## src/rtl/ttm_pkg.sv

```systemverilog
`default_nettype none
// ----------------------------------------------------------------------------
// ttm_pkg
// Shared types and constants of the temperature threshold monitor.
// ----------------------------------------------------------------------------
package ttm_pkg;

  localparam int unsigned THRESHOLD_BITS = 16;
  localparam int unsigned RUN_BITS       = 4;
  localparam int unsigned PCT_BITS       = 10;
  localparam int unsigned REASON_BITS    = 2;
  localparam int unsigned CFG_DATA_BITS  = 16;

  localparam logic [RUN_BITS-1:0] RUN_MAX = 4'd15;

  // register indexes
  localparam logic CFG_THRESHOLD    = 1'b0;
  localparam logic CFG_CRITICAL_RUN = 1'b1;

  localparam logic [RUN_BITS-1:0] CRITICAL_RUN_RESET = 4'd3;

  // item kinds
  localparam logic KIND_SAMPLE = 1'b0;
  localparam logic KIND_REPORT = 1'b1;

  // end reasons
  localparam logic [REASON_BITS-1:0] END_RUNNING  = 2'd0;
  localparam logic [REASON_BITS-1:0] END_REPORT   = 2'd1;
  localparam logic [REASON_BITS-1:0] END_CRITICAL = 2'd2;

  typedef enum logic [5:0] {
    ST_IDLE     = 6'b000001,
    ST_UPDATE   = 6'b000010,
    ST_MEAN_GO  = 6'b000100,
    ST_MEAN_RUN = 6'b001000,
    ST_PCT_RUN  = 6'b010000,
    ST_FINISH   = 6'b100000
  } state_e;

endpackage : ttm_pkg
`default_nettype wire

```

## src/rtl/ttm_div.sv

```systemverilog
`default_nettype none
// ----------------------------------------------------------------------------
// ttm_div
// Iterative restoring divider, one quotient bit per cycle. The numerator
// must be below den * 2**QUO_BITS so the quotient fits in QUO_BITS bits.
// ----------------------------------------------------------------------------
module ttm_div #(
  parameter int unsigned DEN_BITS = 16,
  parameter int unsigned QUO_BITS = 16
) (
  input  wire logic                         clk_i,
  input  wire logic                         rst_ni,
  input  wire logic                         start_i,
  input  wire logic [DEN_BITS+QUO_BITS-1:0] numer_i,
  input  wire logic [DEN_BITS-1:0]          denom_i,
  output logic                              done_o,
  output logic [QUO_BITS-1:0]               quot_o
);

  localparam int unsigned CNT_BITS = $clog2(QUO_BITS + 1);

  logic                active_q, active_d;
  logic [CNT_BITS-1:0] cnt_q, cnt_d;
  logic [DEN_BITS-1:0] rem_q, rem_d;
  logic [DEN_BITS-1:0] den_q, den_d;
  logic [QUO_BITS-1:0] quo_q, quo_d;

  logic [DEN_BITS:0]   shifted;
  logic [DEN_BITS:0]   diff;
  logic                ge;

  assign shifted = {rem_q, quo_q[QUO_BITS-1]};
  assign ge      = shifted >= {1'b0, den_q};
  assign diff    = shifted - {1'b0, den_q};

  assign done_o = active_q && (cnt_q == '0);
  assign quot_o = quo_q;

  always_comb begin
    active_d = active_q;
    cnt_d    = cnt_q;
    rem_d    = rem_q;
    den_d    = den_q;
    quo_d    = quo_q;
    if (start_i) begin
      active_d = 1'b1;
      cnt_d    = CNT_BITS'(QUO_BITS);
      rem_d    = numer_i[DEN_BITS+QUO_BITS-1:QUO_BITS];
      quo_d    = numer_i[QUO_BITS-1:0];
      den_d    = denom_i;
    end else if (active_q) begin
      if (cnt_q == '0) begin
        active_d = 1'b0;
      end else begin
        cnt_d = cnt_q - 1'b1;
        rem_d = ge ? diff[DEN_BITS-1:0] : shifted[DEN_BITS-1:0];
        quo_d = {quo_q[QUO_BITS-2:0], ge};
      end
    end
  end

  always_ff @(posedge clk_i or negedge rst_ni) begin
    if (!rst_ni) begin
      active_q <= 1'b0;
      cnt_q    <= '0;
    end else begin
      active_q <= active_d;
      cnt_q    <= cnt_d;
    end
  end

  always_ff @(posedge clk_i) begin
    rem_q <= rem_d;
    den_q <= den_d;
    quo_q <= quo_d;
  end

endmodule : ttm_div
`default_nettype wire

```

## src/rtl/temperature_threshold_monitor.sv

```systemverilog
`default_nettype none
// ----------------------------------------------------------------------------
// temperature_threshold_monitor
// Session statistics and over-limit alerting for signed temperature samples.
// ----------------------------------------------------------------------------
// One item is in flight at a time: an item is taken, the session state is
// updated, then the mean and the over-limit share in tenths of a percent are
// worked out one after the other by a shared restoring divider that yields
// one quotient bit per cycle. The result sits in an output register, so the
// next item is taken while a result waits. A report item returns the totals
// and then clears the session.
module temperature_threshold_monitor #(
  parameter int unsigned SAMPLE_BITS = 16,
  parameter int unsigned COUNT_BITS  = 16
) (
  input  wire logic                                  clk_i,
  input  wire logic                                  rst_ni,
  input  wire logic                                  cfg_we_i,
  input  wire logic                                  cfg_index_i,
  input  wire logic [ttm_pkg::CFG_DATA_BITS-1:0]     cfg_data_i,
  input  wire logic                                  in_valid_i,
  output logic                                       in_ready_o,
  input  wire logic                                  kind_i,
  input  wire logic signed [SAMPLE_BITS-1:0]         temperature_i,
  output logic                                       out_valid_o,
  input  wire logic                                  out_ready_i,
  output logic                                       over_limit_o,
  output logic [ttm_pkg::RUN_BITS-1:0]               run_length_o,
  output logic                                       critical_o,
  output logic                                       ignored_o,
  output logic [COUNT_BITS-1:0]                      total_o,
  output logic signed [SAMPLE_BITS-1:0]              mean_o,
  output logic signed [SAMPLE_BITS-1:0]              highest_o,
  output logic signed [SAMPLE_BITS-1:0]              lowest_o,
  output logic [COUNT_BITS-1:0]                      above_total_o,
  output logic [ttm_pkg::PCT_BITS-1:0]               percent_tenths_o,
  output logic [ttm_pkg::REASON_BITS-1:0]            end_reason_o
);

  localparam int unsigned SW = SAMPLE_BITS + COUNT_BITS;
  localparam int unsigned QW = (SAMPLE_BITS > ttm_pkg::PCT_BITS) ? SAMPLE_BITS
                                                                  : ttm_pkg::PCT_BITS;
  localparam int unsigned NW = COUNT_BITS + QW;
  localparam int unsigned CW = (SAMPLE_BITS > ttm_pkg::THRESHOLD_BITS) ? SAMPLE_BITS
                                                                        : ttm_pkg::THRESHOLD_BITS;

  ttm_pkg::state_e state_q, state_d;

  // configuration
  logic signed [ttm_pkg::THRESHOLD_BITS-1:0] thr_q;
  logic [ttm_pkg::RUN_BITS-1:0]              crit_run_q;

  // session
  logic signed [SW-1:0]          sum_q, sum_d;
  logic [COUNT_BITS-1:0]         count_q, count_d;
  logic [COUNT_BITS-1:0]         above_q, above_d;
  logic signed [SAMPLE_BITS-1:0] max_q, max_d;
  logic signed [SAMPLE_BITS-1:0] min_q, min_d;
  logic [ttm_pkg::RUN_BITS-1:0]  run_q, run_d;
  logic                          stopped_q, stopped_d;

  // item being worked on
  logic                               kind_q;
  logic signed [SAMPLE_BITS-1:0]      temp_q;
  logic                               over_q, over_d;
  logic                               crit_q, crit_d;
  logic                               ign_q, ign_d;
  logic [ttm_pkg::REASON_BITS-1:0]    reason_q, reason_d;
  logic signed [SAMPLE_BITS-1:0]      mean_q, mean_d;
  logic [ttm_pkg::PCT_BITS-1:0]       pct_q, pct_d;

  // output register
  logic                               out_valid_q, out_valid_d;
  logic                               res_over_q, res_crit_q, res_ign_q;
  logic [ttm_pkg::RUN_BITS-1:0]       res_run_q;
  logic [COUNT_BITS-1:0]              res_total_q, res_above_q;
  logic signed [SAMPLE_BITS-1:0]      res_mean_q, res_hi_q, res_lo_q;
  logic [ttm_pkg::PCT_BITS-1:0]       res_pct_q;
  logic [ttm_pkg::REASON_BITS-1:0]    res_reason_q;

  logic                               accept;
  logic                               fin_load;
  logic                               is_over;
  logic                               is_full;
  logic                               is_ign;
  logic [ttm_pkg::RUN_BITS-1:0]       run_next;
  logic                               have_samples;

  logic [SW-1:0]                      sum_mag;
  logic [NW-1:0]                      above_ext;
  logic [NW-1:0]                      mean_num;
  logic [NW-1:0]                      pct_num;
  logic                               div_start;
  logic                               div_sel_pct;
  logic                               div_done;
  logic [QW-1:0]                      div_quot;
  logic [SAMPLE_BITS-1:0]             mean_mag;

  assign accept   = in_valid_i && in_ready_o;
  assign fin_load = (state_q == ttm_pkg::ST_FINISH) && (!out_valid_q || out_ready_i);

  assign is_over  = CW'(temp_q) > CW'(thr_q);
  assign is_full  = count_q == '1;
  assign is_ign   = stopped_q || is_full;
  assign run_next = !is_over ? '0 : (run_q < ttm_pkg::RUN_MAX) ? run_q + 1'b1 : run_q;
  assign have_samples = count_q != '0;

  assign sum_mag   = sum_q[SW-1] ? (~sum_q + 1'b1) : sum_q;
  assign mean_num  = NW'(sum_mag);
  assign above_ext = NW'(above_q);
  assign pct_num   = (above_ext << 10) - (above_ext << 4) - (above_ext << 3);
  assign mean_mag  = SAMPLE_BITS'(div_quot);

  assign div_sel_pct = state_q == ttm_pkg::ST_MEAN_RUN;
  assign div_start   = (state_q == ttm_pkg::ST_MEAN_GO)
                    || ((state_q == ttm_pkg::ST_MEAN_RUN) && div_done);

  ttm_div #(
    .DEN_BITS (COUNT_BITS),
    .QUO_BITS (QW)
  ) u_div (
    .clk_i   (clk_i),
    .rst_ni  (rst_ni),
    .start_i (div_start),
    .numer_i (div_sel_pct ? pct_num : mean_num),
    .denom_i (count_q),
    .done_o  (div_done),
    .quot_o  (div_quot)
  );

  always_comb begin
    state_d     = state_q;
    sum_d       = sum_q;
    count_d     = count_q;
    above_d     = above_q;
    max_d       = max_q;
    min_d       = min_q;
    run_d       = run_q;
    stopped_d   = stopped_q;
    over_d      = over_q;
    crit_d      = crit_q;
    ign_d       = ign_q;
    reason_d    = reason_q;
    mean_d      = mean_q;
    pct_d       = pct_q;
    out_valid_d = out_valid_q && !out_ready_i;

    unique case (state_q)
      ttm_pkg::ST_IDLE: begin
        if (accept) state_d = ttm_pkg::ST_UPDATE;
      end
      ttm_pkg::ST_UPDATE: begin
        over_d = 1'b0;
        crit_d = 1'b0;
        ign_d  = 1'b0;
        if (kind_q == ttm_pkg::KIND_REPORT) begin
          reason_d = stopped_q ? ttm_pkg::END_CRITICAL : ttm_pkg::END_REPORT;
        end else if (is_ign) begin
          ign_d    = 1'b1;
          reason_d = stopped_q ? ttm_pkg::END_CRITICAL : ttm_pkg::END_RUNNING;
        end else begin
          if (!have_samples) begin
            max_d = temp_q;
            min_d = temp_q;
          end else begin
            if (temp_q > max_q) max_d = temp_q;
            if (temp_q < min_q) min_d = temp_q;
          end
          count_d = count_q + 1'b1;
          sum_d   = sum_q + SW'(temp_q);
          over_d  = is_over;
          if (is_over) above_d = above_q + 1'b1;
          run_d   = run_next;
          crit_d  = run_next == crit_run_q;
          if (run_next == crit_run_q) stopped_d = 1'b1;
          reason_d = (stopped_q || (run_next == crit_run_q)) ? ttm_pkg::END_CRITICAL
                                                              : ttm_pkg::END_RUNNING;
        end
        state_d = ttm_pkg::ST_MEAN_GO;
      end
      ttm_pkg::ST_MEAN_GO: begin
        state_d = ttm_pkg::ST_MEAN_RUN;
      end
      ttm_pkg::ST_MEAN_RUN: begin
        if (div_done) begin
          mean_d  = sum_q[SW-1] ? (~mean_mag + 1'b1) : mean_mag;
          state_d = ttm_pkg::ST_PCT_RUN;
        end
      end
      ttm_pkg::ST_PCT_RUN: begin
        if (div_done) begin
          pct_d   = div_quot[ttm_pkg::PCT_BITS-1:0];
          state_d = ttm_pkg::ST_FINISH;
        end
      end
      ttm_pkg::ST_FINISH: begin
        if (fin_load) begin
          out_valid_d = 1'b1;
          state_d     = ttm_pkg::ST_IDLE;
          if (kind_q == ttm_pkg::KIND_REPORT) begin
            sum_d     = '0;
            count_d   = '0;
            above_d   = '0;
            run_d     = '0;
            stopped_d = 1'b0;
          end
        end
      end
      default: state_d = ttm_pkg::ST_IDLE;
    endcase
  end

  always_ff @(posedge clk_i or negedge rst_ni) begin
    if (!rst_ni) begin
      state_q     <= ttm_pkg::ST_IDLE;
      thr_q       <= '0;
      crit_run_q  <= ttm_pkg::CRITICAL_RUN_RESET;
      sum_q       <= '0;
      count_q     <= '0;
      above_q     <= '0;
      run_q       <= '0;
      stopped_q   <= 1'b0;
      out_valid_q <= 1'b0;
    end else begin
      state_q     <= state_d;
      sum_q       <= sum_d;
      count_q     <= count_d;
      above_q     <= above_d;
      run_q       <= run_d;
      stopped_q   <= stopped_d;
      out_valid_q <= out_valid_d;
      if (cfg_we_i) begin
        unique case (cfg_index_i)
          ttm_pkg::CFG_THRESHOLD:    thr_q      <= cfg_data_i;
          ttm_pkg::CFG_CRITICAL_RUN: crit_run_q <= cfg_data_i[ttm_pkg::RUN_BITS-1:0];
          default: ;
        endcase
      end
    end
  end

  always_ff @(posedge clk_i) begin
    max_q    <= max_d;
    min_q    <= min_d;
    over_q   <= over_d;
    crit_q   <= crit_d;
    ign_q    <= ign_d;
    reason_q <= reason_d;
    mean_q   <= mean_d;
    pct_q    <= pct_d;
    if (accept) begin
      kind_q <= kind_i;
      temp_q <= temperature_i;
    end
    if (fin_load) begin
      res_over_q   <= over_q;
      res_crit_q   <= crit_q;
      res_ign_q    <= ign_q;
      res_run_q    <= run_q;
      res_total_q  <= count_q;
      res_above_q  <= above_q;
      res_mean_q   <= have_samples ? mean_q : '0;
      res_hi_q     <= have_samples ? max_q : '0;
      res_lo_q     <= have_samples ? min_q : '0;
      res_pct_q    <= have_samples ? pct_q : '0;
      res_reason_q <= reason_q;
    end
  end

  assign in_ready_o       = state_q == ttm_pkg::ST_IDLE;
  assign out_valid_o      = out_valid_q;
  assign over_limit_o     = res_over_q;
  assign run_length_o     = res_run_q;
  assign critical_o       = res_crit_q;
  assign ignored_o        = res_ign_q;
  assign total_o          = res_total_q;
  assign mean_o           = res_mean_q;
  assign highest_o        = res_hi_q;
  assign lowest_o         = res_lo_q;
  assign above_total_o    = res_above_q;
  assign percent_tenths_o = res_pct_q;
  assign end_reason_o     = res_reason_q;

endmodule : temperature_threshold_monitor
`default_nettype wire
```

## config.mk

```make
export PLATFORM = sky130hd
export DESIGN_NAME = temperature_threshold_monitor
export DESIGN_NICKNAME = d
export VERILOG_FILES = /design/src/rtl/ttm_pkg.sv /design/src/rtl/ttm_div.sv /design/src/rtl/temperature_threshold_monitor.sv
export SDC_FILE = /design/constraint.sdc
export NUM_CORES = 1
export LEC_CHECK = 0
export ABC_AREA = 1
export BUFFER_PORTS_ARGS = -buffer_cell sky130_fd_sc_hd__buf_2
export CORE_MARGIN = 3
export CORE_UTILIZATION = 50
export DETAILED_ROUTE_END_ITERATION = 10
export PLACE_DENSITY = 0.67
export SYNTH_ARGS = -nofsm -noshare
export SYNTH_HDL_FRONTEND = slang
export SYNTH_SLANG_ARGS = --single-unit
export TNS_END_PERCENT = 20
```

## constraint.sdc

```tcl
create_clock -name clk_i -period 9 [get_ports clk_i]
set_clock_uncertainty 0.1 [all_clocks]
set_input_delay 0.45 -clock clk_i [delete_from_list [all_inputs] [get_ports clk_i]]
set_output_delay 0.45 -clock clk_i [all_outputs]
set_load 0.01 [all_outputs]
```

==> results_dict.tcl, run 1 <==
set metrics [dict create \
    worst_path_max_delay_cell "a21oi_1" \
    dieArea_sq_um 41200 \
    hp-class "in2reg" \
    tightest_slew_ns 0.991 \
    antenna_cells 0 \
    endpoint_kind "flip-flop" \
    grt-ovfl-total 0 \
    fin_area_sq_um 22100 \
    timing.final.crit_period_ns 4.15 \
    num_vias 16057 \
    final_common_cell "nand2_1" \
    io_pins 140 \
    cts_tree "built" \
    startpoint_type "flip-flop" \
    root_buffer "clkbuf_16" \
    synth_seq_cells 329 \
    power.leakage_nw 9.99 \
    relSlewSlack 0.337 \
    top_register "sum_q" \
    antenna_found_initial 0 \
    layout-drive-gt1-share 0.124 \
    layout_common_cells "nand2_1 (422), inv_1 (283), nor2_1 (243)" \
    netlist_instances 2221 \
    outcome "completed" \
    largest_reg_flops 32 \
    clk_latency_ns 0.57 \
    synth_area_sq_um 19400 \
    syn2layout_area_growth_pct 14.0 \
    drc_errors 0 \
    start_util 0.512 \
    setup_violations 0 \
    clockBufferDepth 3 \
    grt_max_degree 74 \
    clk_pin_slew_ns 0.06 \
    synthDistinctLibCells 61 \
    crit_family "simple AND/OR/NAND/NOR gates" \
    cts_sinks 329 \
    synth_area_per_cell_sq_um 8.74 \
    cap_viol_max_count 0 \
    syn_nets 2390 \
    place_congestion 0.964 \
    drt-pass1-iter-count 8 \
    grt_pass1_vias 15270 \
    hold_ws_ns 0.0417 \
    via_per_inst 5.47 \
    synth_warnings 0 \
    finalNetCount 2560 \
    rows 71 \
    postRouteAntennaNets 0 \
    ys_async_sr_fraction 0.310 \
    cts_setup_buffers 0 \
    clock.fmax_mhz 241 \
    cp.arrival_ns 4.36 \
    path_cells "inv_1, ha_1, a21oi_1, o21ai_4, nand2_1, nand2_1, xor2_1, ha_1, nand2_1, nor2_1, nand2_1, o21ai_0, nand4_1, nand3_1, nand2_1, nand3_1, nand2_1, nand2_1, nand2_1" \
    min_period_over_period 0.461 \
    grt_usage 0.270 \
    io_buffer_count 139 \
    finalMaxSlewViolations 0 \
    crit_required_ns 9.21 \
    path_buf_inv 1 \
    grt_pass1_wl_um 86400 \
    vdd_drop_max_uv 205 \
    totalNegativeSetupSlack_ns 0 \
    numCtsBuffers 39 \
    final_util 0.584 \
    slowest_delay_ns 0.48 \
    place_area_sq_um 20700 \
    synth_seq_area_share 0.483 \
    wl_per_cell_um 19.0 \
    ctsHtreeMaxLevel 2 \
    die_w_um 203 \
    dieHeight_um 203 \
    hold_viol 0 \
    cp_max_fo 6 \
    synth_edf_count 227 \
    drt_wl_total_um 55700 \
    dp_hpwl_um 42800 \
    crit_type "reg2reg" \
    cp_common_cell "nand2_1" \
    coreArea_sq_um 37900 \
    rsz0062_at_grt "no" \
    p_per_area_nw_per_um2 361 \
    drt_iter0_markers 1419 \
    synth_ff_type "edfxtp_1" \
]
## routing by layer
metal / up-vias / part of all wire / GRT usage
li1: 7882 / - / -
met1: 7572 / 0.46 / 0.396
met2: 511 / 0.44 / 0.408
met3: 92 / 0.069 / 0.0537
met4: 0 / 0.029 / 0.0792
met5: - / 0 / 0
## cell families after synthesis
logic type | Yosys count | synth area share
compound gates | 435 | 0.125
xor+xnor | 73 | 0.0329
fa+ha+maj | 130 | 0.0845
buf+inv | 349 | 0.0704
flops | 329 | 0.483
simple gates | 905 | 0.205
## worst register-to-register path, stage by stage (launching register included)
cell and delay [ns]:
dfrtp_1 0.47, inv_1 0.17, ha_1 0.39, a21oi_1 0.48, o21ai_4 0.17, nand2_1 0.10, nand2_1 0.09, xor2_1 0.17
ha_1 0.37, nand2_1 0.14, nor2_1 0.15, nand2_1 0.06, o21ai_0 0.34, nand4_1 0.27, nand3_1 0.15, nand2_1 0.05
nand3_1 0.07, nand2_1 0.05, nand2_1 0.06, nand2_1 0.05
## worst paths after layout
| check | from | to | slack [ns] | cells after the start |
|---|---|---|---|---|
| setup / recovery | above_q[7] | u_div.rem_q[9] | 4.85 | 19 |
| hold reg to reg | crit_q | critical_o | 0.31 | 0 |
| setup reg to reg | above_q[7] | u_div.rem_q[9] | 4.85 | 19 |
| min in group asynchronous | rst_ni | thr_q[12] | 0.40 | 2 |
| hold / removal | cfg_data_i[9] | thr_q[9] | 0.04 | 3 |
| max in group asynchronous | rst_ni | count_q[6] | 7.22 | 3 |
## metrics by stage
stage	std cells	setup WS (ns)	power, mW
global placement	2843	4.92	6.33
detailed placement	2843	4.94	6.35
global route	2933	4.54	8.61
CTS	2933	4.90	7.96
floorplan	2221	3.40	5.15
finish	2933	4.85	7.99
## cell usage after synthesis (3+ instances only)
library cell  number  area share
buf_6              3      0.0017
nand2_1          422       0.082
nand2_2           12      0.0039
nand4_1           36       0.012
nor2_4             3      0.0017
a21boi_0           3      0.0012
ha_1             128       0.082
o31ai_1           14      0.0054
edfxtp_1         227        0.35
o21ai_1           15      0.0039
xor2_1            47       0.021
a211oi_1           3      0.0012
nand3_1           96       0.025
nand2_4            5      0.0029
nor3_1            37      0.0095
o21bai_1           5      0.0019
nor2_1           245       0.047
buf_4              3      0.0012
a21oi_1          178       0.046
clkinv_1           3     0.00058
o221ai_1           5      0.0023
nor2_2            13      0.0042
nor3_2             3      0.0015
clkbuf_1          19      0.0037
o22ai_1           24      0.0077
or2_2              3     0.00097
xnor2_1           26       0.012
and3_1             4      0.0013
dfrtp_1           99        0.13
a31oi_1           19      0.0061
o211ai_1           4      0.0015
o21ai_0          137       0.035
nand3_2            9      0.0046
dfstp_2            3      0.0041
buf_2             16      0.0041
nor4_1             8      0.0026
a21oi_2            3      0.0014
inv_1            283       0.055
inv_2             18      0.0035
o21a_1             3      0.0012
a21o_1            10      0.0039
## power by group
group          total (mW)  internal (mW)  leakage, nW  switching (mW)
clock                1.58          0.927        0.623           0.654
combinational        4.05           1.32         6.04            2.73
sequential           2.36           2.02         3.33           0.335
## what timing repair did
action | 4_1_cts | 5_1_grt
gates resized for setup | 0 | 0
endpoints found under the hold margin | 70 | 0
hold buffers | 18 | 0
## layout make-up
type / count / area, sq um
Clock buffer: 45 / 1010
Clock inverter: 27 / 277
Fill cell: 3491 / 15800
Inverter: 306 / 1150
Multi-Input combinational cell: 1543 / 8710
Sequential cell: 329 / 9370
Tap cell: 511 / 639
Timing Repair Buffer: 172 / 991
Note: power is estimated with default switching activity, not from simulation.
==> run 2, diff against run 1 <==
PLACE_DENSITY = 0.7   (was 0.67)
clock period = 3.5 ns   (was 9 ns; I/O delays follow)
==> results_dict.tcl, run 2 (synthesis gave the netlist of run 1 again) <==
set metrics [dict create \
    outcome "completed" \
    finalNetCount 2641 \
    crit_type "reg2reg" \
    min_period_over_period 0.950 \
    top_register "sum_q" \
    timing.final.ws_setup_ns 0.175 \
    grt_pass1_vias 15752 \
    io_pins 140 \
    endpoint_kind "flip-flop" \
    drt-pass1-iter-count 5 \
    numCtsBuffers 37 \
    p_total_mw 21.4 \
    reg2reg_setup_slack_ns 0.17 \
    finalMaxSlewViolations 0 \
    hp-class "in2async" \
    grt_pass1_wl_um 85700 \
    cp_common_cell "nand2_1" \
    die_w_um 203 \
    postRouteAntennaNets 0 \
    wl_per_cell_um 18.1 \
    slowest_delay_ns 0.41 \
    final_util 0.608 \
    cp.arrival_ns 3.55 \
    cap_viol_max_count 0 \
    setup_violations 0 \
    startpoint_type "flip-flop" \
    rsz0062_at_grt "yes" \
    syn2layout_area_growth_pct 18.7 \
    totalNegativeSetupSlack_ns 0 \
    vdd_drop_max_uv 531 \
    final_common_cell "nand2_1" \
    place_congestion 0.941 \
    rows 71 \
    hold_viol 0 \
    grt_usage 0.262 \
    dp_hpwl_um 41000 \
    timing.final.crit_period_ns 3.33 \
    layout-drive-gt1-share 0.162 \
    worst_path_max_delay_cell "dfrtp_2" \
    grt_max_degree 59 \
    clk_pin_slew_ns 0.06 \
    drt_iter0_markers 1223 \
    r2r_start "above_q[6]" \
    dieHeight_um 203 \
    clk_latency_ns 0.57 \
    cts_tree "built" \
    multi_input_area_sq_um 8870 \
    largest_reg_flops 32 \
    drt_wl_total_um 54400 \
    p_per_area_nw_per_um2 928 \
    dieArea_sq_um 41200 \
    hold_ws_ns 0.0755 \
    coreArea_sq_um 37900 \
    fill_cells 3301 \
    dp_worst_setup_slack_ns -0.0344 \
    num_vias 16478 \
    ff2ff_path_depth 21 \
    layout_common_cells "nand2_1 (420), inv_1 (278), nor2_1 (238)" \
    power.leakage_nw 10.4 \
    io_buffer_count 139 \
    tightest_slew_ns 0.933 \
    cts_sinks 329 \
    ctsHtreeMaxLevel 2 \
    start_util 0.512 \
    path_cells "inv_2, ha_4, inv_2, nor2_1, nand2_1, nor2_1, nand2_1, nand3_1, xor2_1, ha_2, buf_4, nand2_1, o21ai_0, a21oi_1, o21ai_2, buf_4, xor2_1, nand2_1, o21ai_0, nand2_1, nand2_1" \
    relSlewSlack 0.376 \
    drc_errors 0 \
    rr_endpoint "u_div.rem_q[1]" \
    antenna_found_initial 0 \
    root_buffer "clkbuf_16" \
    via_per_inst 5.47 \
    crit_required_ns 3.72 \
    clock.fmax_mhz 301 \
    clockBufferDepth 3 \
    grt-ovfl-total 0 \
    seqCellArea_sq_um 9380 \
    cp_max_fo 4 \
]
run 2: critical path, delay by kind of cell (launching register included):
| kind | cells | cell delay, ns |
|---|---|---|
| adders and majority gates | 2 | 0.60 |
| AOI/OAI and AO/OA | 4 | 0.48 |
| and+or+nand+nor | 9 | 0.77 |
| DFF | 1 | 0.41 |
| xor gates and xnor gates | 2 | 0.31 |
| buffers and inverters | 4 | 0.40 |
run 2: repair_timing:
item                       CTS  global route
pin swaps                    0             9
hold endpoints to repair    86             0
resized for setup            2            52
setup buffers                0             7
hold buffers                40             0
setup endpoints to repair    5            18
run 2: worst max-delay path by stage:
stage | to | slack [ns] | cells after the start | start
global placement | u_div.rem_q[6] | -0.0002 | 20 | above_q[1]
floorplan | u_div.rem_q[9] | 0.28 | 19 | above_q[7]
global route | u_div.rem_q[6] | -0.05 | 21 | above_q[7]
CTS | u_div.rem_q[8] | 0.02 | 22 | above_q[6]
finish | u_div.rem_q[1] | 0.17 | 21 | above_q[6]
detailed placement | u_div.rem_q[6] | -0.03 | 20 | above_q[1]
run 2: metrics by stage:
stage | instances | area (sq um)
after floorplan | 2221 | 19400
after global placement | 2897 | 21100
after detailed placement | 2897 | 21100
after CTS | 3005 | 22800
after global routing | 3012 | 23000
final | 3013 | 23000
run 2: report_power, final:
group / total (mW) / internal (mW) / leakage [nW] / switching [mW]
clock network: 4.08 / 2.42 / 0.622 / 1.66
registers: 5.99 / 5.21 / 3.33 / 0.781
logic: 11.3 / 4.07 / 6.44 / 7.24
run 2: metal layers:
layer / part of all wire / wire length, um / GRT usage
met1: 0.44 / 24200 / 0.367
met2: 0.48 / 25900 / 0.430
met3: 0.059 / 3230 / 0.0402
met4: 0.021 / 1170 / 0.0698
met5: 0 / 0 / 0
run 2: layout make-up:
| cell class | instances | area share |
|---|---|---|
| sequential | 329 | 0.407 |
| multi-input combinational | 1543 | 0.385 |
| timing repair buffer | 255 | 0.0746 |
| inverter | 306 | 0.0501 |
| clock buffer | 48 | 0.0433 |
| tap | 511 | 0.0277 |
| clock inverter | 20 | 0.0126 |
| antenna | 1 | 0.000109 |
==> run 3, diff against run 2 <==
ABC_AREA = unset   (was 1)
ABC_CLOCK_PERIOD_IN_PS = 3500   (was unset)
CORE_MARGIN = unset   (was 3)
==> results_dict.tcl, run 3 <==
set metrics [dict create \
    outcome "finished with violations" \
    violations "setup timing" \
    yosys.area_share.simple 0.153 \
    top_register "sum_q" \
    ctsHtreeMaxLevel 2 \
    cp.arrival_ns 3.97 \
    grt_pass1_wl_um 76100 \
    synth_top_family_by_area "simple AND/OR/NAND/NOR gates" \
    synth_area_sq_um 18700 \
    grt_usage 0.252 \
    min_period_over_period 1.08 \
    dieArea_sq_um 38100 \
    dp_cells 2484 \
    final_util 0.626 \
    worst_path_max_delay_cell "dfrtp_1" \
    cp_common_cell "buf_4" \
    io_buffer_count 139 \
    numCtsBuffers 37 \
    synth_top_area_cell "edfxtp_1" \
    synthTopCellsByArea "edfxtp_1 (37%), dfrtp_1 (13%), ha_1 (8.6%)" \
    cp_max_fo 4 \
    fin_area_sq_um 23000 \
    setup_violations 14 \
    synth_seq_area_share 0.502 \
    clk_pin_slew_ns 0.06 \
    endpoint_kind "flip-flop" \
    via_per_inst 5.65 \
    syn_nets 1960 \
    relSlewSlack 0.295 \
    cts_sinks 329 \
    netlist_instances 1791 \
    pwr-share-clk 0.169 \
    yosysTopAreaCellShare 0.365 \
    num_vias 14787 \
    vdd_drop_max_uv 537 \
    io_pins 140 \
    fill_cells 2920 \
    ys_async_sr_fraction 0.310 \
    rsz0062_at_grt "yes" \
    path_buf_inv 4 \
    dieHeight_um 195 \
    p_per_area_nw_per_um2 971 \
    final_common_cell "edfxtp_1" \
    drt_iter0_markers 1044 \
    place_area_sq_um 20900 \
    dp_worst_setup_slack_ns -0.410 \
    clockBufferDepth 3 \
    synth_edf_count 227 \
    root_buffer "clkbuf_16" \
    start_util 0.508 \
    synth-adder-area-share 0.0880 \
    cellInternalPower_mw 13.2 \
    antenna_cells 0 \
    synth_ff_type "edfxtp_1" \
    multi_input_area_sq_um 9010 \
    synthMuxAreaShare 0.00691 \
    power.leakage_nw 9.71 \
    rows 70 \
    drc_errors 0 \
    largest_reg_flops 32 \
    tightest_slew_ns 1.05 \
    wl_per_cell_um 18.2 \
    finalMaxSlewViolations 0 \
    p_comb_frac 0.558 \
    timing.final.crit_period_ns 3.77 \
    synth_compound_area_frac 0.152 \
    clk_latency_ns 0.57 \
    dp_hpwl_um 33700 \
    synth-xor-area-share 0.0629 \
    postRouteAntennaNets 0 \
    seqCellArea_sq_um 9380 \
    grt_pass1_vias 14481 \
    layout-drive-gt1-share 0.204 \
    synth_warnings 0 \
    hp-class "in2reg" \
    timing.final.ws_setup_ns -0.270 \
    coreArea_sq_um 36700 \
    drt-pass1-iter-count 6 \
    p_total_mw 22.3 \
    slowest_delay_ns 0.40 \
    crit_required_ns 3.70 \
    hold_viol 0 \
    drt_wl_total_um 47500 \
    die_w_um 195 \
    synth_seq_cells 329 \
    clock.fmax_mhz 265 \
    grt-ovfl-total 0 \
    cts_tree "built" \
    startpoint_type "flip-flop" \
    seqPwrFrac 0.273 \
    synth_area_per_cell_sq_um 10.4 \
    cap_viol_max_count 0 \
    final_cell_count_no_fill 2615 \
    layout_common_cells "edfxtp_1 (227), nand2_1 (154), buf_4 (153)" \
    netSwitchingFraction 0.408 \
    crit_type "reg2reg" \
    crit_family "compound AO/OA/AOI/OAI gates" \
    synth_top_cells_by_count "edfxtp_1 (227), nand2_1 (156), o21ai_0 (140), ha_1 (128), inv_1 (116)" \
    yosysMostFrequentCell "edfxtp_1" \
    grt_max_degree 101 \
    synthDistinctLibCells 75 \
    path_cells "inv_2, ha_4, a21oi_4, o41ai_4, buf_4, buf_4, o311ai_2, nand2_1, a21oi_2, xnor2_1, ha_1, nand4_1, o21ai_2, and3b_2, buf_6, a311oi_4, nor2_1" \
    place_congestion 0.935 \
    antenna_found_initial 0 \
    finalNetCount 2287 \
    syn2layout_area_growth_pct 23.2 \
    power_switching_mw 9.10 \
]
==> run 3: repair_timing <==
action	4_1_cts	5_1_grt
setup buffers	11	12
resized for setup	58	20
hold buffers	40	0
setup endpoints to repair	19	25
pin swaps	45	18
hold endpoints to repair	98	0
==> run 3: power by group through the flow <==
| stage | Clock, mW | Combinational, mW | Sequential, mW |
|---|---|---|---|
| after floorplan | 0 | 7.37 | 5.89 |
| after global placement | 0 | 10.5 | 6.11 |
| after detailed placement | 0 | 10.7 | 6.14 |
| after CTS | 3.85 | 11.7 | 6.08 |
| after global routing | 4.00 | 13.6 | 6.19 |
| final | 3.77 | 12.4 | 6.10 |
==> run 3: final timing paths <==
kind                             start         endpoint  slack, ns  depth (start not counted)
max                         above_q[7]  u_div.rem_q[12]      -0.27                         17
min                        cfg_index_i         thr_q[2]       0.03                          3
max reg2reg                 above_q[7]  u_div.rem_q[12]      -0.27                         17
min reg2reg                reason_q[1]  end_reason_o[1]       0.32                          0
max in group asynchronous       rst_ni       state_q[0]       2.22                          3
min in group asynchronous       rst_ni         thr_q[5]       0.15                          2
==> run 3: per-layer routing <==
metal | vias up | global-route usage | routed length [um]
met5 | - | 0 | 0
met4 | 0 | 0.0907 | 1340
met3 | 90 | 0.0342 | 2260
met2 | 406 | 0.419 | 22700
met1 | 7129 | 0.338 | 21200
li1 | 7162 | - | -
==> run 3: final cells by class <==
cell class	count	share of cell area
repair buffers	341	0.104
multi-input cells	1292	0.392
clock inverters	27	0.0105
well taps	468	0.0255
flip-flops and latches	329	0.408
clock buffers	41	0.0409
inverters	117	0.0191
==> run 3: logic make-up after synthesis <==
group,Yosys count
AND/OR/NAND/NOR,566
XOR/XNOR,134
multiplexers,12
AO/OA/AOI/OAI,450
flip-flops,329
buffers and inverters,170
adder cells (fa/ha/maj),130
==> run 3: tightest hold or removal path: stages <==
cell     delay, ns
buf_2         0.10
nor2b_2       0.17
o21ai_0       0.19
==> run 3: metrics by stage <==
step | TNS [ns] | hold WS, ns
2_1_floorplan | -16.84 | -0.221
3_3_place_gp | -2.79 | 0.224
3_5_place_dp | -4.05 | 0.233
4_1_cts | -0.984 | 0.00129
5_1_grt | -5.43 | 0.0736
6_report | -2.37 | 0.0271
